$ cat src/rtl/core/block_ownership_checker_top_macros.svh
// Assertion macros for the block ownership checker.
`ifndef BLOCK_OWNERSHIP_CHECKER_TOP_MACROS_SVH
`define BLOCK_OWNERSHIP_CHECKER_TOP_MACROS_SVH
`ifndef SYNTH
`define BOC_ASSERT_IMP(label, clk, rst_n, ante, cons) \
	label: assert property (@(posedge clk) disable iff (!rst_n) (ante) |-> (cons)) \
		else $error("boc assertion failed");
`define BOC_ASSERT_NEXT(label, clk, rst_n, ante, cons) \
	label: assert property (@(posedge clk) disable iff (!rst_n) (ante) |=> (cons)) \
		else $error("boc assertion failed");
`else
`define BOC_ASSERT_IMP(label, clk, rst_n, ante, cons)
`define BOC_ASSERT_NEXT(label, clk, rst_n, ante, cons)
`endif
`endif

$ cat src/rtl/core/boc_pkg.sv
// Types and constants shared by the block ownership checker.
package boc_pkg;
	localparam logic [31:0] OwnerFree       = 32'h0000_0000;
	localparam logic [31:0] OwnerUnassigned = 32'hffff_ffff;
	localparam logic [7:0]  KindAllocator   = 8'd3;

	typedef enum logic [1:0] {
		REQ_ALLOC   = 2'd0,
		REQ_FREE    = 2'd1,
		REQ_ASSIGN  = 2'd2,
		REQ_RELEASE = 2'd3
	} req_kind_t;

	typedef enum logic [2:0] {
		VIOL_NONE          = 3'd0,
		VIOL_DOUBLE_ALLOC  = 3'd1,
		VIOL_FREE_WHEN_FREE = 3'd2,
		VIOL_FREE_OWNED    = 3'd3,
		VIOL_ASSIGN_BAD    = 3'd4
	} viol_t;

	typedef enum logic [1:0] {
		ST_FREE       = 2'd0,
		ST_UNASSIGNED = 2'd1,
		ST_OWNED      = 2'd2
	} rec_state_t;

	typedef struct packed {
		logic [31:0] owner;
		logic [31:0] logical;
		logic [7:0]  kind;
	} rec_t;
endpackage

$ cat src/rtl/core/boc_update.sv
// Record update and violation check for one request.
module boc_update (
	input  boc_pkg::req_kind_t  req,
	input  boc_pkg::rec_t       prior,
	input  logic [31:0]         owner,
	input  logic [31:0]         logical,
	input  logic [7:0]          kind,
	output boc_pkg::rec_t       next_rec,
	output boc_pkg::viol_t      code,
	output boc_pkg::rec_state_t state
);
	logic is_free;
	logic is_unassigned;

	assign is_free       = (prior.owner == boc_pkg::OwnerFree);
	assign is_unassigned = (prior.owner == boc_pkg::OwnerUnassigned);

	always_comb begin
		if (is_free) begin
			state = boc_pkg::ST_FREE;
		end else if (is_unassigned) begin
			state = boc_pkg::ST_UNASSIGNED;
		end else begin
			state = boc_pkg::ST_OWNED;
		end
	end

	always_comb begin
		code     = boc_pkg::VIOL_NONE;
		next_rec = prior;
		case (req)
			boc_pkg::REQ_ALLOC: begin
				if (!is_free) begin
					code = boc_pkg::VIOL_DOUBLE_ALLOC;
				end
				next_rec.owner   = boc_pkg::OwnerUnassigned;
				next_rec.logical = '0;
				next_rec.kind    = boc_pkg::KindAllocator;
			end
			boc_pkg::REQ_FREE: begin
				if (is_free) begin
					code = boc_pkg::VIOL_FREE_WHEN_FREE;
				end else if (!is_unassigned) begin
					code = boc_pkg::VIOL_FREE_OWNED;
				end
				next_rec = '0;
			end
			boc_pkg::REQ_ASSIGN: begin
				if (!is_unassigned) begin
					code = boc_pkg::VIOL_ASSIGN_BAD;
				end
				next_rec.owner   = owner;
				next_rec.logical = logical;
				next_rec.kind    = kind;
			end
			boc_pkg::REQ_RELEASE: begin
				if (!is_free && !is_unassigned) begin
					next_rec.owner = boc_pkg::OwnerUnassigned;
				end
			end
			default: begin
				next_rec = prior;
			end
		endcase
	end
endmodule

$ cat config.mk
export PLATFORM = sky130hd
export DESIGN_NAME = boc_update
export DESIGN_NICKNAME = d
export VERILOG_FILES = /design/src/rtl/core/block_ownership_checker_top_macros.svh /design/src/rtl/core/boc_pkg.sv /design/src/rtl/core/boc_update.sv
export SDC_FILE = /design/constraint.sdc
export NUM_CORES = 1
export LEC_CHECK = 0
export ABC_AREA = 1
export BUFFER_PORTS_ARGS = -buffer_cell sky130_fd_sc_hd__clkbuf_2
export CAP_MARGIN = 0
export CORE_AREA = 2 2 87 89
export DETAILED_ROUTE_END_ITERATION = 12
export DIE_AREA = 0 0 89 91
export SYNTH_ARGS = -nofsm -noshare
export SYNTH_HDL_FRONTEND = slang
export SYNTH_SLANG_ARGS = --single-unit
$ cat constraint.sdc
create_clock -name vclk -period 1.1
set_input_delay 0.11 -clock vclk [all_inputs]
set_output_delay 0.11 -clock vclk [all_outputs]
set_load 0.02 [all_outputs]
== Yosys cells after proc, flatten, opt, wreduce, memory -nomap -nowiden ==
Cells that the tools add are included.

* Register bits after elaboration: 0
* Bits of input ports: 146
* Word-level logic and storage cells: 19
* Output and inout port bits: 77

* Reduce and logical (&&, ||, !) cells: 5
* Multiplexer cells: 10
* Eq/ne operators: 4

{| class="wikitable"
|+ Operator list
! kind !! count
|-
| case mux 32 bit (4 select lines) || 1
|-
| case mux 40 bit (3 select lines) || 1
|-
| == test 32 bit, second input constant || 1
|-
| zero test 32 bit || 1
|-
| 2-to-1 mux 32 bit || 1
|-
| case mux 3 bit (3 select lines) || 1
|-
| 2-to-1 mux 2 bit || 3
|-
| 2-to-1 mux 3 bit || 2
|-
| == test 2 bit, second input constant || 2
|-
| == test 2 x 1 -> 1 bit, second input constant || 1
|-
| zero test 1 bit || 2
|-
| zero test 2 bit || 1
|-
| logical AND 1 bit || 1
|-
| 2-to-1 mux 1 bit || 1
|}

== Depth between registers and ports, before layout ==
Gate-level depths: netlist of run 1.

* Depth in word-level cells: 5
* Gate-level depth with buffers: 7
* Depth with buffers taken out: 7

== Worst setup path before layout of run 1 ==
No wires, ideal clock.

* Path type: input to output
* From: input port prior[46] (netlist name)
* To: output port next_rec[51] (netlist name)
* Data arrival time: 0.954 ns
* Stages: 7
* Required time: 0.990 ns
* Buffers on the path: 1
* Setup slack: 0.036 ns
* Cell sequence: nor2_1 > nand2_1 > nor2_1 > nand2_2 > o21ai_4 > buf_6 > nand2_1

{| class="wikitable"
|+ RTL lines
! item !! RTL line !! text
|-
| start, declared || boc_update.sv:4 || <nowiki>input boc_pkg::rec_t prior,</nowiki>
|-
| end, declared || boc_update.sv:8 || <nowiki>output boc_pkg::rec_t next_rec,</nowiki>
|}

==> results of run 1 <==
## worst max-delay path by stage
stage | startpoint | to | slack, ns | cells past startpoint
2_1_floorplan | prior[46] | next_rec[51] | 0.04 | 7
4_1_cts | prior[58] | next_rec[62] | -0.21 | 9
6_report | prior[62] | next_rec[40] | -0.24 | 9
3_3_place_gp | prior[58] | next_rec[62] | -0.20 | 9
5_1_grt | prior[56] | next_rec[40] | -0.36 | 9
3_5_place_dp | prior[58] | next_rec[62] | -0.23 | 9
## tightest hold or removal path, cell delays in order
cell and delay [ns]:
clkbuf_2 0.07, nand2_1 0.04, nand2_1 0.05, buf_4 0.13
## layout by cell type (no fill, tap or decap), types with 9 or more instances in the layout
| cell type | n |
|---|---|
| nand2_1 | 135 |
| buf_6 | 27 |
| buf_4 | 11 |
| buf_2 | 15 |
| nand3_1 | 38 |
| nand2_2 | 9 |
| clkbuf_2 | 178 |
| nor2_1 | 22 |
| nor2_2 | 11 |
| o21ai_0 | 34 |
## timing repair
item                                    4_1_cts  5_1_grt
cloned                                        1        4
pin swaps                                     0        3
resized for setup                             7      110
endpoints found under the setup margin       63       77
setup buffers                                 3        0
## final cells by class
| cell class | count | area [sq um] | area share [%] |
|---|---|---|---|
| Timing Repair Buffer | 241 | 1570 | 54.8 |
| Multi-Input combinational cell | 256 | 1160 | 40.3 |
| Tap cell | 99 | 124 | 4.32 |
| Inverter | 4 | 15.0 | 0.524 |
## Yosys cell counts, drive strengths merged
master,instances
clkbuf,5
nand2,146
o21ai,36
buf,17
nor2,36
inv,4
nand3,38
## kinds of logic after synthesis
group | share of synthesized area (%)
AND/OR/NAND/NOR | 73.1
AO/OA/AOI/OAI | 15.8
buffers and inverters | 11.1
## power by group through the flow
| stage | Sequential [mW] | Clock (mW) | Combinational (mW) |
|---|---|---|---|
| 5_1_grt | 0 | 0 | 1.42 |
| 2_1_floorplan | 0 | 0 | 0.584 |
| 6_report | 0 | 0 | 1.30 |
| 4_1_cts | 0 | 0 | 1.15 |
| 3_3_place_gp | 0 | 0 | 1.10 |
| 3_5_place_dp | 0 | 0 | 1.12 |
## through the flow
step | worst slack, ns | utilization, % | total power, mW | instances
2_1_floorplan | 0.0358 | - | 0.584 | 282
3_3_place_gp | -0.197 | 34.6 | 1.10 | 592
3_5_place_dp | -0.230 | 34.6 | 1.12 | 592
4_1_cts | -0.207 | 35.4 | 1.15 | 596
5_1_grt | -0.358 | 40.1 | 1.42 | 600
6_report | -0.241 | 40.1 | 1.30 | 600
## routing by layer
layer,GRT usage [%],up-vias,routed length [microns]
met5,0,-,0
met4,0.373,0,19
met3,1.09,2,548
met2,28.2,127,3660
met1,13.6,1122,2740
li1,-,1337,-
==> impl_metrics.toml, run 1 <==
[timing]
final.min_clock_period_ns = 1.34
layout_setup_ws_ns = -0.241
relSlewSlack_pct = 75.9
finalSetupTns_ns = -7.20
finalSetupViolCount = 34
drv_slew = 0
max_freq_mhz = 745
hold_viol = 0
tightest_slew_ns = 0.358
timing.hold.ws_ns = 0.513
final.period_utilization_pct = 122
rsz0062_at_grt = "true"

[global_routing]
grt_pass1_wl_microns = 9030
grt_usage_pct = 13.1
grt_max_degree = 41
first_global_vias = 2219
antenna_found_initial = 0
grt_overflow = 0

[worst_setup_path]
cp_data_arrival_time_ns = 1.23
path_class = "in2out"
start_kind = "input port"
critPathSlowestCell = "o21ai_4"
cp_cell_sequence = "buf_6 > nor2_2 > nand2_1 > nor2_2 > nand2_2 > o21ai_4 > clkbuf_16 > nand2_1 > buf_6"
cpPeakStageDelay_ns = 0.22
critPathCaptureType = "output port"
critPathMaxFanout = 8
crit_required_ns = 0.99
worst-path-buf-inv = 3
crit_family = "simple AND/OR/NAND/NOR gates"

[outcome]
violations = "negative setup slack"
status = "finished with violations"

[layout]
seq_area_sq_um = 0
num_antenna_cells = 0
clockBufferCount = 0
seq_cells = 0
drive_gt1_share_pct = 54.1
final_design_area_no_fill_sq_mm = 0.00287
nFillCells = 820
area_delta_synth_final_pct = 137
finalNetCount = 649

[placed_design]
routabilityCongestion = 0.894
hpwl_microns = 5010
placed_area_sq_mm = 0.00247
placement.io_buffers = 223

[die]
start_util_pct = 16.9
die_w_microns = 89
row_count = 31
fp.coreArea_sq_mm = 0.00714
dieArea_sq_mm = 0.00810
io_pins = 223
die_h_microns = 91

[drt]
drcViolationCount = 0
drt_wl_total_microns = 6970
detail_route.iter0.violations = 55
viasPerCell = 4.31
wl_per_cell_microns = 11.6
firstDrtPassIters = 4
ant_nets = 0
num_vias = 2588

[hold_path]
min_to = "next_rec[8]"
min_path_type = "in2out"
hp-start = "prior[8]"
hold_depth = 4

[logic_synthesis]
syn-cell-area_sq_mm = 0.00121
synth_top_area_share_pct = 44.1
synthTopCellsByArea = "nand2_1 (44%), nand3_1 (16%), o21ai_0 (14%), nor2_1 (11%), buf_2 (4.6%)"
synth_cells = 282
syn_nets = 428
synth_area_per_cell_sq_um = 4.29
synth_top_area_cell = "nand2_1"
ys_seq_area_share_pct = 0
ys_types = 11
yosysWarningCount = 0

[pwr]
sw_frac_of_total_pct = 54.4
power.share.sequential_pct = 0
power.switching_mw = 0.707
p_comb_share_pct = 100.0
p_leak_nw = 1.75
p_clk_share_pct = 0
irDropWorstVdd_mv = 0.236
internal_power_mw = 0.594
powerDensity_mw_per_mm2 = 454

[cts]
cts_hold_buf = 0

[job]
cap_viol_max_count = 0
(Power assumes the default switching activity.)
==> inputs of run 2 (changes only) <==
Settings changed: CELL_PAD_IN_SITES_DETAIL_PLACEMENT from default to 0, CELL_PAD_IN_SITES_GLOBAL_PLACEMENT from default to 1, CORE_AREA 2 2 87 89 to default, CORE_ASPECT_RATIO from default to 1.2, CORE_MARGIN from default to 2, CORE_UTILIZATION from default to 13, DIE_AREA 0 0 89 91 to default, PLACE_DENSITY_LB_ADDON from default to 0.1.
==> run 2 against run 1 <==
  * The flow still finishes with violations (negative setup slack)
  * Setup slack improved by 0.059 ns
  * Via count decreased by 2.1%
  * Clock-buffer cell count unchanged
  * First-iteration DRC count decreased by 51%
  * Critical path depth unchanged
  * Cell count is 3.7% higher
  * Utilization down 8.8 points
  * Final area is 1.3% lower
  * Largest power group unchanged
==> impl_metrics.toml, run 2 (synthesis results as in run 1) <==
[worst_setup_path]
start_kind = "input port"
crit_required_ns = 0.99
critPathCaptureType = "output port"
critPathMaxFanout = 32
cp_data_arrival_time_ns = 1.17
path_class = "in2out"

[drt]
met3_length_microns = 648
viasPerCell = 4.07
dr_wl_met2_microns = 3640
ant_nets = 0
num_vias = 2533
wl_per_cell_microns = 10.8
detail_route.iter0.violations = 27
drcViolationCount = 0
drt_wl_total_microns = 6720
wl_met1_microns = 2440
route.top_layer_used = "met3"
firstDrtPassIters = 4

[die]
dieArea_sq_mm = 0.0101
fp.coreArea_sq_mm = 0.00903
io_pins = 223
die_w_microns = 92.0
die_h_microns = 110
row_count = 38
start_util_pct = 13.4

[global_routing]
grt_max_degree = 52
first_global_vias = 2258
grt_overflow = 0
grt_pass1_wl_microns = 9760
grt_usage_pct = 11.4
antenna_found_initial = 0

[outcome]
status = "finished with violations"
violations = "negative setup slack"

[timing]
relSlewSlack_pct = 85.4
layout_setup_ws_ns = -0.182
final.min_clock_period_ns = 1.28
finalSetupViolCount = 34
tightest_slew_ns = 0.217
rsz0062_at_grt = "true"
max_freq_mhz = 780
drv_slew = 0
final.period_utilization_pct = 117
hold_viol = 0

[hold_path]
hp-start = "prior[0]"
min_path_type = "in2out"
hold_depth = 4
min_to = "next_rec[0]"

[layout]
nFillCells = 1037
clockBufferCount = 0
finalNetCount = 650
fin_cells = 622
area_delta_synth_final_pct = 134
final_util_pct = 31.3
final_cell_mix = "clkbuf_2 (171), nand2_1 (138), nand3_1 (38)"
seq_area_sq_um = 0
seq_cells = 0
final_common_cell = "clkbuf_2"
drive_gt1_share_pct = 53.2
final_design_area_no_fill_sq_mm = 0.00283
num_antenna_cells = 0

[placed_design]
placed_area_sq_mm = 0.00254
dp_cells = 617
routabilityCongestion = 0.757
placement.io_buffers = 223
hpwl_microns = 5400

[job]
cap_viol_max_count = 0

[pwr]
powerDensity_mw_per_mm2 = 436
p_leak_nw = 1.73
irDropWorstVdd_mv = 0.131
power_mw = 1.23

[cts]
cts_hold_buf = 0
-- run 2: layout make-up --
cell class,instances,area (sq um),area share (%)
Timing Repair Buffer,242,1510,53.4
Tap cell,120,150,5.31
Multi-Input combinational cell,256,1150,40.6
Inverter,4,20.0,0.708
-- run 2: through the flow --
| stage | hold WS (ns) | setup slack, ns | TNS, ns |
|---|---|---|---|
| after detailed placement | 0.533 | -0.236 | -7.65 |
| after global placement | 0.532 | -0.212 | -7.10 |
| after global routing | 0.544 | -0.290 | -9.01 |
| after floorplan | 0.355 | 0.0358 | 0 |
| final | 0.526 | -0.182 | -5.42 |
| after CTS | 0.533 | -0.214 | -6.21 |
-- run 2: worst max-delay path by stage --
stage | start | to | slack, ns | cells past startpoint
after floorplan | prior[46] | next_rec[51] | 0.04 | 7
after global placement | prior[42] | next_rec[52] | -0.21 | 9
after detailed placement | prior[40] | next_rec[52] | -0.24 | 9
after CTS | prior[56] | next_rec[52] | -0.21 | 9
after global routing | prior[53] | next_rec[62] | -0.29 | 9
final | prior[40] | next_rec[52] | -0.18 | 9
-- run 2: power by group --
group | leakage (nW) | internal, mW | switching (mW)
Clock | 0 | 0 | 0
Combinational | 1.73 | 0.554 | 0.680
Sequential | 0 | 0 | 0
Total | 1.73 | 0.554 | 0.680
-- run 2: layer usage --
metal | global-route usage, % | up-vias
met2 | 24.7 | 133
met3 | 2.06 | 0
met4 | 0 | 0
li1 | - | 1338
met1 | 11.9 | 1062
met5 | 0 | -
-- run 2: what timing repair did --
| item | 4_1_cts | 5_1_grt |
|---|---|---|
| gates cloned | 1 | 1 |
| gates resized for setup | 24 | 81 |
| pin swaps | 0 | 9 |
| setup endpoints to repair | 71 | 68 |
| setup buffers | 2 | 2 |
-- run 2: worst max-delay path, cell delays in order --
cell     delay (ns)
buf_6          0.09
nor2_2         0.10
nand2_2        0.05
nor2_2         0.14
nand2_2        0.10
o21ai_4        0.15
buf_12         0.19
nand2_1        0.07
buf_2          0.16
