### src/rtl/core/block_ownership_checker_top_macros.svh
// Assertion macros for the block ownership checker.
`ifndef BLOCK_OWNERSHIP_CHECKER_TOP_MACROS_SVH
`define BLOCK_OWNERSHIP_CHECKER_TOP_MACROS_SVH
`ifndef SYNTH
`define BOC_ASSERT_IMP(label, clk, rst_n, ante, cons) \
	label: assert property (@(posedge clk) disable iff (!rst_n) (ante) |-> (cons)) \
		else $error("boc assertion failed");
`define BOC_ASSERT_NEXT(label, clk, rst_n, ante, cons) \
	label: assert property (@(posedge clk) disable iff (!rst_n) (ante) |=> (cons)) \
		else $error("boc assertion failed");
`else
`define BOC_ASSERT_IMP(label, clk, rst_n, ante, cons)
`define BOC_ASSERT_NEXT(label, clk, rst_n, ante, cons)
`endif
`endif

### src/rtl/core/boc_clear.sv
// Clearing sequencer that steps through every record address after reset.
module boc_clear #(
	parameter int Depth = 4096,
	parameter int AddrW = 12
) (
	input  logic             clk,
	input  logic             arst_n,
	output logic             active,
	output logic [AddrW-1:0] addr
);
	localparam logic [AddrW-1:0] LastAddr = AddrW'(Depth - 1);

	logic             active_q;
	logic [AddrW-1:0] addr_q;

	always_ff @(posedge clk or negedge arst_n) begin
		if (!arst_n) begin
			active_q <= 1'b1;
			addr_q   <= '0;
		end else if (active_q) begin
			if (addr_q == LastAddr) begin
				active_q <= 1'b0;
			end
			addr_q <= addr_q + AddrW'(1);
		end
	end

	assign active = active_q;
	assign addr   = addr_q;
endmodule

### config.mk
export PLATFORM = sky130hd
export DESIGN_NAME = boc_clear
export DESIGN_NICKNAME = d
export VERILOG_FILES = /design/src/rtl/core/block_ownership_checker_top_macros.svh /design/src/rtl/core/boc_clear.sv
export SDC_FILE = /design/constraint.sdc
export NUM_CORES = 1
export LEC_CHECK = 0
export BUFFER_PORTS_ARGS = -buffer_cell sky130_fd_sc_hd__buf_2
export CORE_MARGIN = 2
export CORE_UTILIZATION = 40
export DETAILED_ROUTE_END_ITERATION = 6
export GPL_ROUTABILITY_DRIVEN = 0
export PLACE_DENSITY_LB_ADDON = 0.08
export SLEW_MARGIN = 20
export SYNTH_ARGS = -nofsm -noshare
export SYNTH_HDL_FRONTEND = slang
export SYNTH_SLANG_ARGS = --single-unit
### constraint.sdc
create_clock -name clk -period 3.83 [get_ports clk]
set_clock_uncertainty 0.2 [all_clocks]
set_input_delay 0.766 -clock clk [delete_from_list [all_inputs] [get_ports clk]]
set_output_delay 0.766 -clock clk [all_outputs]
set_load 0.05 [all_outputs]
# Word-level counts from Yosys, hierarchy flattened
# Cells that the tools add are included.
[word_totals]
register_bits = 13
input_bits = 2
elab_cells = 6
[op_classes]
add_sub_neg = 1
eq_ne = 1
muxes = 2
[op_table]
columns = ["op", "count"]
rows = [
  ["adder 12 x 1 -> 12 bit (second input constant)", 1],
  ["== test 12 bit (second input constant)", 1],
  ["2-to-1 mux 1 bit", 2],
]

# Depth between registers and ports, before layout
# Gate-level depths: netlist of run 1.
[depth]
depth_word = 3
mapped_depth = 4

# Least setup slack after synthesis of run 1
# No wires, ideal clock.
[synth_timing]
path_type = "register to register"
from = "register addr_q[0], in the netlist addr[0]"
to = "register addr_q[10], in the netlist addr[10]"
setup_ns = 0.082
arrival_time_ns = 1.472
required_ns = 3.548
slack_ns = 2.076
path_stages_with_launch = 5
synth_period_minus_slack_ns = 1.754
cell_sequence = "dfrtp_1 -> ha_1 -> nand4_1 -> nor3_1 -> xor2_1"
[synth_between]
elab_chain_len = 1
[synth_lines]
columns = ["item", "line_no", "source"]
rows = [
  ["start, declared", "boc_clear.sv:14", "logic [AddrW-1:0] addr_q;"],
  ["start signal, assigned", "boc_clear.sv:24", "addr_q <= addr_q + AddrW'(1);"],
  ["adder 12 x 1 -> 12 bit", "boc_clear.sv:24", ""],
]
# No other way between the ends.
# A chain may end at the register's enable or synchronous reset.

# Worst setup path in the final report of run 1
[layout_timing]
from = "register active_q, in the netlist active"
to = "output port active"
[layout_lines]
columns = ["item", "line_no", "source"]
rows = [
  ["start, declared", "boc_clear.sv:13", "logic active_q;"],
  ["start signal, assigned", "boc_clear.sv:18", "active_q <= 1'b1;"],
  ["start signal, assigned", "boc_clear.sv:22", "active_q <= 1'b0;"],
  ["end, declared", "boc_clear.sv:8", "output logic active,"],
]
# No word-level cell between the ends.

==> results of run 1 <==
==> layout by cell type, fill, tap and decap left out, types with 2 or more instances in the layout <==
cell      synthesis  layout
nand3_1           3       3
nand4_1           2       2
buf_2             1      14
nand2_1           5       5
xor2_1            7       7
dfrtp_1          12      12
xnor2_1           4       4
clkbuf_4          0       3
nor2_1            2       2
nor3_1            3       3
inv_1             2       2
nor4_2            2       2
==> cell type report <==
class | instances | share of cell area [%]
clock buffer | 4 | 3.777
inverter | 2 | 1.079
multi-input combinational | 32 | 35.43
sequential | 13 | 46.94
tap | 15 | 2.698
timing repair buffer | 14 | 10.07
==> registers in the layout (all words and copies together), names as in the netlist <==
signal / flops
active: 1
addr: 12
==> stage by stage <==
step,power [uW],hold WS [ns],cells,utilization (%)
after floorplan,139.9,0.2704,48,-
after global placement,143.0,0.2857,76,50.19
after detailed placement,143.0,0.2856,76,50.19
after CTS,225.6,0.1683,80,52.16
after global routing,231.6,0.1774,80,52.16
final,222.1,0.1674,80,52.16
==> how the worst max path moves through the flow <==
stage,slack [ns],to,from
final,1.70,active,active
after global routing,1.66,active,active
after CTS,1.69,active,active
after detailed placement,2.00,active,active
after global placement,2.00,active,active
after floorplan,2.08,addr[10],addr[0]
==> power by group <==
group | internal (uW) | switching (uW)
Clock | 40.3 | 41.8
Sequential | 137 | 0
Combinational | 0.374 | 2.54
Total | 178 | 44.3
==> kinds of logic after synthesis <==
| family | count (synthesis) |
|---|---|
| adders and majority gates | 1 |
| and+or+nand+nor | 18 |
| xor gates and xnor gates | 11 |
| buffers and inverters | 3 |
| muxes | 1 |
| DFF | 13 |
| AOI/OAI and AO/OA | 1 |
==> per-layer routing <==
| metal | share of wire [%] | wire (um) | up-vias | track usage, % |
|---|---|---|---|---|
| li1 | - | - | 199 | - |
| met4 | 0 | 0 | 0 | 7.500 |
| met1 | 50 | 483 | 189 | 15.99 |
| met5 | 0 | 0 | - | 0 |
| met3 | 6.7 | 65 | 0 | 2.586 |
| met2 | 43 | 418 | 13 | 18.15 |
==> flow_metrics.env, run 1 <==
export IMPL_overflow=0
export IMPL_synthTopCellsByArea="dfrtp_1 51%, xor2_1 10%, xnor2_1 6.0%"
export IMPL_ir_drop_mv=0.2140
export IMPL_cts_hold_fix_buffers=0
export IMPL_cp_depth=1
export IMPL_synth_compound_area_share_pct=1.923
export IMPL_nets=69
export IMPL_path_class="reg -> out"
export IMPL_synth_common_cells="12 x dfrtp_1, 7 x xor2_1, 5 x nand2_1"
export IMPL_die_height_um=42.26
export IMPL_reg2reg_setup_slack_ns=2.27
export IMPL_syn_inst=48
export IMPL_cts_root_buf="clkbuf_4"
export IMPL_wl_per_cell_um=12.09
export IMPL_rows=13
export IMPL_clk_insertion_delay_late_ns=0.27
export IMPL_dp_hpwl_um=725.6
export IMPL_finalWirelength_um=967
export IMPL_critPathArrivalTime_ns=1.16
export IMPL_drt_iter0_drc=5
export IMPL_cts_buffer_depth=2
export IMPL_yosys_area_share_adder_pct=2.137
export IMPL_dieArea_um2=1786
export IMPL_ys_types=16
export IMPL_power_density_nw_per_um2=319.2
export IMPL_grt_pass1_vias=382
export IMPL_cts_tree="yes"
export IMPL_r2r_start="addr[0]"
export IMPL_report_final_slew_viol_count=0
export IMPL_core_um2=1334
export IMPL_rr_worst_depth=4
export IMPL_first_pass_iters=4
export IMPL_placed_cell_area_um2=669.4
export IMPL_die_x_um=42.26
export IMPL_yosys_register_bits=13
export IMPL_crit_buf_inv=1
export IMPL_syn_to_final_growth_pct=18.80
export IMPL_post_place_ws_ns=1.995
export IMPL_yosys_area_top_type="dfrtp_1"
export IMPL_crit_path_max_incr_delay_ns=0.61
export IMPL_maxCapViolations=0
export IMPL_crit_chain="buf_2"
export IMPL_tns_ns=0
export IMPL_cts_sink_count=13
export IMPL_synth_xor_area_share_pct=16.45
export IMPL_regToRegEndpoint="addr[10]"
export IMPL_h_tree_depth=1
export IMPL_cts_setup_buffers=0
export IMPL_status="completed"
export IMPL_synth_edff_count=0
export IMPL_leakage_uw=0.0003832
export IMPL_fin_ws_ns=1.702
export IMPL_cts_resized=0
export IMPL_tightest_slew_ns=0.2906
export IMPL_path_max_fanout=8
export IMPL_drc=0
export IMPL_drive_gt1_share_pct=33.85
export IMPL_yosys_area_top_type_share_pct=51.28
export IMPL_final_fill_count=127
export IMPL_cts_inserted_buffers=3
export IMPL_initial_core_util_pct=43.90
export IMPL_io_pins=15
export IMPL_timing_slew_headroom_pct=80.63
export IMPL_syn_num_nets=51
export IMPL_synth_simple_area_share_pct=19.66
export IMPL_hp_class="in -> async"
export IMPL_critPathSlowestCell="dfstp_2"
export IMPL_viasPerCell=5.013
export IMPL_hold_violations=0
export IMPL_io_buffers=14
export IMPL_max_clock_freq_ghz=0.4699
export IMPL_period_needed_ns=2.128
export IMPL_synth_seq_area_share_pct=55.77
export IMPL_antenna_cells=0
export IMPL_grt_pass1_wl_um=1642
export IMPL_synthArstFlopShare_pct=100.0
export IMPL_rsz0062_at_grt="false"
export IMPL_cp_required_ns=2.86
export IMPL_path_clk_slew_ns=0.08
export IMPL_synth_top_family_by_area="simple AND/OR/NAND/NOR gates"
export IMPL_start_kind="flip-flop"
export IMPL_final_area_um2=695.7
export IMPL_setup_viol_count_final=0
export IMPL_ys_warn_count=0
export IMPL_antenna_left=0
export IMPL_end_kind="output port"
export IMPL_grtUsageTotal_pct=12.19
export IMPL_num_vias=401
export IMPL_synth_most_common_cell="dfrtp_1"
export IMPL_multi_input_area_um2=246.5
export IMPL_seq_area_um2=326.6
export IMPL_antenna_found_initial=0
export IMPL_syn_area_um2=585.6
export IMPL_synth_mux_area_share_pct=1.923
export IMPL_syn_area_per_cell_um2=12.20
export IMPL_period_share_pct=55.56
export IMPL_grt_max_degree=14
export IMPL_dominantRegCellSynth="dfrtp_1"
export IMPL_crit_family="flip-flops"
Power figures use the tool's default switching activity.
==> run 2, diff against run 1 <==
--- a/config.mk
+++ b/config.mk
@@ -5,6 +5,7 @@
 export SDC_FILE = /design/constraint.sdc
 export NUM_CORES = 1
 export LEC_CHECK = 0
+export ABC_AREA = 1
 export BUFFER_PORTS_ARGS = -buffer_cell sky130_fd_sc_hd__buf_2
 export CORE_MARGIN = 2
 export CORE_UTILIZATION = 40
==> constraint.sdc (replaced) <==
create_clock -name clk -period 2 [get_ports clk]
set_clock_uncertainty 0.2 [all_clocks]
set_input_delay 0.4 -clock clk [delete_from_list [all_inputs] [get_ports clk]]
set_output_delay 0.4 -clock clk [all_outputs]
set_load 0.05 [all_outputs]
==> run 2 against run 1 <==
Count of clock-buffer cells in the layout unchanged. Critical path type unchanged. Global-route usage increased by 2.2 points. Utilization decreased by 2.8 points.
==> flow_metrics.env, run 2 <==
export IMPL_syn_inst=80
export IMPL_antenna_left=0
export IMPL_antenna_cells=0
export IMPL_cts_tree="yes"
export IMPL_dieArea_um2=2147
export IMPL_reg2reg_setup_slack_ns=0.50
export IMPL_die_x_um=46.34
export IMPL_grt_pass1_wl_um=2152
export IMPL_crit_path_max_incr_delay_ns=0.64
export IMPL_period_needed_ns=1.816
export IMPL_io_buffers=14
export IMPL_start_kind="flip-flop"
export IMPL_end_kind="output port"
export IMPL_synth_most_common_cell="nand2_1"
export IMPL_synthTopCellsByArea="dfrtp_1 42%, nand2_1 9.4%, inv_1 7.9%"
export IMPL_setup_viol_count_final=0
export IMPL_leakage_uw=0.0005166
export IMPL_overflow=0
export IMPL_drt_iter0_drc=8
export IMPL_path_class="reg -> out"
export IMPL_initial_core_util_pct=41.98
export IMPL_report_final_slew_viol_count=0
export IMPL_yosys_area_top_type="dfrtp_1"
export IMPL_final_common_cell="nand2_1"
export IMPL_num_vias=556
export IMPL_hold_violations=0
export IMPL_first_pass_iters=4
export IMPL_cts_root_buf="clkbuf_4"
export IMPL_grt_max_degree=14
export IMPL_cts_inserted_buffers=3
export IMPL_yosys_area_top_type_share_pct=41.88
export IMPL_antenna_found_initial=0
export IMPL_critPathArrivalTime_ns=1.22
export IMPL_drc=0
export IMPL_max_clock_freq_ghz=0.5506
export IMPL_power_density_nw_per_um2=515.7
export IMPL_status="completed"
export IMPL_path_clk_slew_ns=0.08
export IMPL_viasPerCell=4.520
export IMPL_dominantRegCellSynth="dfrtp_1"
export IMPL_largest_reg_flops=12
export IMPL_io_pins=15
export IMPL_hp_class="in -> async"
export IMPL_synth_edff_count=0
export IMPL_final_cell_mix="18 x nand2_1, 15 x inv_1, 14 x buf_2, 12 x dfrtp_1, 5 x nand3_1"
export IMPL_wl_per_cell_um=10.43
export IMPL_synth_seq_area_share_pct=45.55
export IMPL_tightest_slew_ns=0.3127
export IMPL_syn_area_per_cell_um2=8.962
export IMPL_syn_to_final_growth_pct=17.63
export IMPL_cts_buffer_depth=2
export IMPL_ys_types=22
export IMPL_cts_setup_buffers=0
export IMPL_grtUsageTotal_pct=14.41
export IMPL_grt_pass1_vias=459
export IMPL_maxCapViolations=0
export IMPL_cp_required_ns=1.40
export IMPL_crit_chain="buf_2"
export IMPL_yosys_register_bits=13
export IMPL_rsz0062_at_grt="false"
export IMPL_h_tree_depth=1
export IMPL_critPathSlowestCell="dfstp_2"
export IMPL_synth_common_cells="18 x nand2_1, 15 x inv_1, 12 x dfrtp_1"
export IMPL_ys_warn_count=0
export IMPL_dp_hpwl_um=969
export IMPL_period_share_pct=90.82
export IMPL_clk_insertion_delay_late_ns=0.28
export IMPL_path_max_fanout=8
export IMPL_timing_hold_ws_ns=0.3357
export IMPL_syn_num_nets=83
export IMPL_nets=102
export IMPL_cts_sink_count=13
export IMPL_crit_family="flip-flops"
export IMPL_syn_area_um2=716.9
export IMPL_drive_gt1_share_pct=28.57
export IMPL_rows=15
export IMPL_ir_drop_mv=0.2712
export IMPL_timing_slew_headroom_pct=79.15
export IMPL_crit_buf_inv=1
export IMPL_tns_ns=0
export IMPL_core_um2=1708
export IMPL_die_height_um=46.34
export IMPL_finalWirelength_um=1283
export IMPL_synthArstFlopShare_pct=100.0
==> run 2: cell count changes after synthesis, moves of 3 or more <==
cell / before / now
xor2_1: 7 / 4
nand2_1: 5 / 18
xnor2_1: 4 / 1
inv_1: 2 / 15
==> run 2: metrics by stage <==
| stage | power [uW] | instances | utilization (%) | setup slack, ns | cell area [um^2] |
|---|---|---|---|---|---|
| final | 434.9 | 123 | 49.38 | 0.1837 | 843.3 |
| after floorplan | 267.9 | 80 | - | 0.2259 | 716.9 |
| after global routing | 454.9 | 123 | 49.38 | 0.1342 | 843.3 |
| after detailed placement | 274.3 | 118 | 47.25 | 0.4833 | 807.0 |
| after CTS | 445.4 | 123 | 49.38 | 0.1661 | 843.3 |
| after global placement | 274.4 | 118 | 47.25 | 0.4983 | 807.0 |
==> run 2: cell families (layout without fill, tap and decap cells) <==
group,after synthesis,after routing,share of synthesized area (%)
muxes,1,1,1.571
adders and majority gates,1,1,1.745
and+or+nand+nor,41,41,33.33
buffers and inverters,17,35,9.946
DFF,13,13,45.55
xor gates and xnor gates,5,5,6.108
AOI/OAI and AO/OA,2,2,1.745
==> run 2: final timing paths <==
path / start / cells after the start / endpoint
max: active / 1 / active
min: arst_n / 2 / addr[3]
max reg2reg: addr[0] / 5 / addr[6]
min reg2reg: addr[8] / 2 / addr[8]
max in group asynchronous: arst_n / 2 / active
min in group clk: addr[8] / 2 / addr[8]
==> run 2: report_power, final <==
part / internal (uW) / leakage [uW] / total [uW] / switching, uW
Combinational: 1.98 / 0.000324 / 7.42 / 5.44
Sequential: 263 / 0.000178 / 263 / 0
Clock: 77.5 / 0.0000150 / 165 / 87.4
==> run 2: layout make-up <==
type | count | area, um^2
Timing Repair Buffer | 15 | 80.08
Sequential cell | 13 | 326.6
Clock buffer | 4 | 26.28
Multi-Input combinational cell | 50 | 319.1
Fill cell | 178 | 864.6
Inverter | 16 | 60.06
Tap cell | 25 | 31.28
==> run 2: metal layers <==
layer | part of all wire, % | routed length [um] | global-route usage [%]
met1 | 48 | 617 | 19.76
met2 | 45 | 582 | 21.11
met3 | 5.9 | 76 | 5.882
met4 | 0.47 | 6 | 3.429
met5 | 0 | 0 | 0
==> run 2: timing repair <==
item                                    CTS  global route
gates resized for setup                   0             0
endpoints found under the setup margin    0             0
hold endpoints to repair                 12             0
hold buffers                              1             0
==> run 3, diff against run 2 <==
--- a/config.mk
+++ b/config.mk
@@ -8,7 +8,7 @@
 export ABC_AREA = 1
 export BUFFER_PORTS_ARGS = -buffer_cell sky130_fd_sc_hd__buf_2
 export CORE_MARGIN = 2
-export CORE_UTILIZATION = 40
+export CORE_UTILIZATION = 47
 export DETAILED_ROUTE_END_ITERATION = 6
 export GPL_ROUTABILITY_DRIVEN = 0
 export PLACE_DENSITY_LB_ADDON = 0.08
==> run 3 against run 2 <==
Via count down 3.4%. Largest cell class unchanged. Global-route usage is 2.5 points higher. Sequential cell count unchanged. Register-to-register slack hardly changed. Cell count fell by 7.3%. Sequential share of layout area increased by 0.52 points. Sequential power about the same. Clock power hardly changed. Cell area is 1.3% lower. Maximum frequency fell by 0.46%.
==> flow_metrics.env, run 3 (synthesis gave the netlist of run 2 again) <==
export IMPL_syn_to_final_growth_pct=16.06
export IMPL_cts_buffer_depth=2
export IMPL_final_util_pct=56.55
export IMPL_status="completed"
export IMPL_report_final_slew_viol_count=0
export IMPL_end_kind="output port"
export IMPL_wl_per_cell_um=11.29
export IMPL_viasPerCell=4.711
export IMPL_tns_ns=0
export IMPL_dp_cells=109
export IMPL_overflow=0
export IMPL_regToRegEndpoint="addr[6]"
export IMPL_grt_pass1_wl_um=2242
export IMPL_hold_violations=0
export IMPL_io_buffers=14
export IMPL_crit_path_max_incr_delay_ns=0.65
export IMPL_antenna_found_initial=0
export IMPL_path_max_fanout=8
export IMPL_cts_sink_count=13
export IMPL_nets=102
export IMPL_cts_tree="yes"
export IMPL_h_tree_depth=1
export IMPL_clk_insertion_delay_late_ns=0.28
export IMPL_power_density_nw_per_um2=523.3
export IMPL_rows=14
export IMPL_grt_max_degree=14
export IMPL_path_class="reg -> out"
export IMPL_final_cell_mix="18 x nand2_1, 15 x inv_1, 14 x buf_2, 12 x dfrtp_1, 5 x nand3_1"
export IMPL_period_share_pct=91.24
export IMPL_rsz0062_at_grt="false"
export IMPL_grt_pass1_vias=520
export IMPL_drc=0
export IMPL_io_pins=15
export IMPL_cts_root_buf="clkbuf_4"
export IMPL_maxCapViolations=0
export IMPL_crit_chain="buf_2"
export IMPL_period_needed_ns=1.825
export IMPL_final_common_cell="nand2_1"
export IMPL_antenna_cells=0
export IMPL_placed_cell_area_um2=795.8
export IMPL_leakage_uw=0.0005166
export IMPL_max_clock_freq_ghz=0.5480
export IMPL_cts_resized=0
export IMPL_hp_class="in -> async"
export IMPL_reg2reg_setup_slack_ns=0.49
export IMPL_drt_iter0_drc=8
export IMPL_first_pass_iters=2
export IMPL_largest_reg_flops=12
export IMPL_timing_slew_headroom_pct=80.68
export IMPL_core_um2=1471
export IMPL_num_vias=537
export IMPL_die_height_um=43.06
export IMPL_cts_hold_fix_buffers=1
export IMPL_dp_hpwl_um=930
export IMPL_crit_buf_inv=1
export IMPL_critPathArrivalTime_ns=1.22
export IMPL_cp_required_ns=1.40
export IMPL_tightest_slew_ns=0.2898
export IMPL_cts_setup_buffers=0
export IMPL_start_kind="flip-flop"
export IMPL_initial_core_util_pct=48.72
export IMPL_ir_drop_mv=0.3865
export IMPL_rr_worst_depth=5
export IMPL_cts_inserted_buffers=3
export IMPL_grtUsageTotal_pct=16.87
export IMPL_dieArea_um2=1854
export IMPL_setup_viol_count_final=0
export IMPL_drive_gt1_share_pct=28.57
export IMPL_final_area_um2=832.0
export IMPL_finalWirelength_um=1287
export IMPL_die_x_um=43.06
export IMPL_critPathSlowestCell="dfstp_2"
export IMPL_antenna_left=0
export IMPL_fin_cells=114
export IMPL_crit_family="flip-flops"
export IMPL_path_clk_slew_ns=0.08
export IMPL_r2r_start="addr[0]"
## run 3: layout make-up
| class | instances | area [um^2] |
|---|---|---|
| fillers | 142 | 639.4 |
| multi-input cells | 50 | 319.1 |
| inverters | 16 | 60.06 |
| flip-flops and latches | 13 | 326.6 |
| repair buffers | 15 | 80.08 |
| clock buffers | 4 | 26.28 |
| well taps | 16 | 20.02 |
## run 3: routing by layer
metal | track usage (%) | routed length (um) | vias to the layer above
met3 | 3.830 | 46 | 4
li1 | - | - | 281
met5 | 0 | 0 | -
met1 | 19.62 | 615 | 241
met4 | 12.73 | 39 | 0
met2 | 26.67 | 585 | 11
## run 3: how the worst max path moves through the flow
stage	end	slack, ns	cells past startpoint	start
floorplan	addr[6]	0.23	5	addr[0]
global placement	active	0.50	1	active
detailed placement	active	0.49	1	active
CTS	active	0.17	1	active
global route	active	0.12	1	active
finish	active	0.18	1	active
## run 3: through the flow
step	total power [uW]	hold WS [ns]	setup WS, ns
finish	435.4	0.3279	0.1752
global route	452.9	0.3519	0.1191
CTS	438.6	0.3380	0.1721
detailed placement	274.0	0.1050	0.4872
global placement	273.9	0.1013	0.4966
floorplan	267.9	-0.09559	0.2259
## run 3: where the power goes
part / total [uW] / leakage, uW / internal [uW] / switching [uW]
sequential: 263 / 0.000178 / 263 / 0
clock: 166 / 0.0000150 / 77.3 / 88.4
combinational: 7.02 / 0.000324 / 1.98 / 5.04
total: 435 / 0.000517 / 342 / 93.4
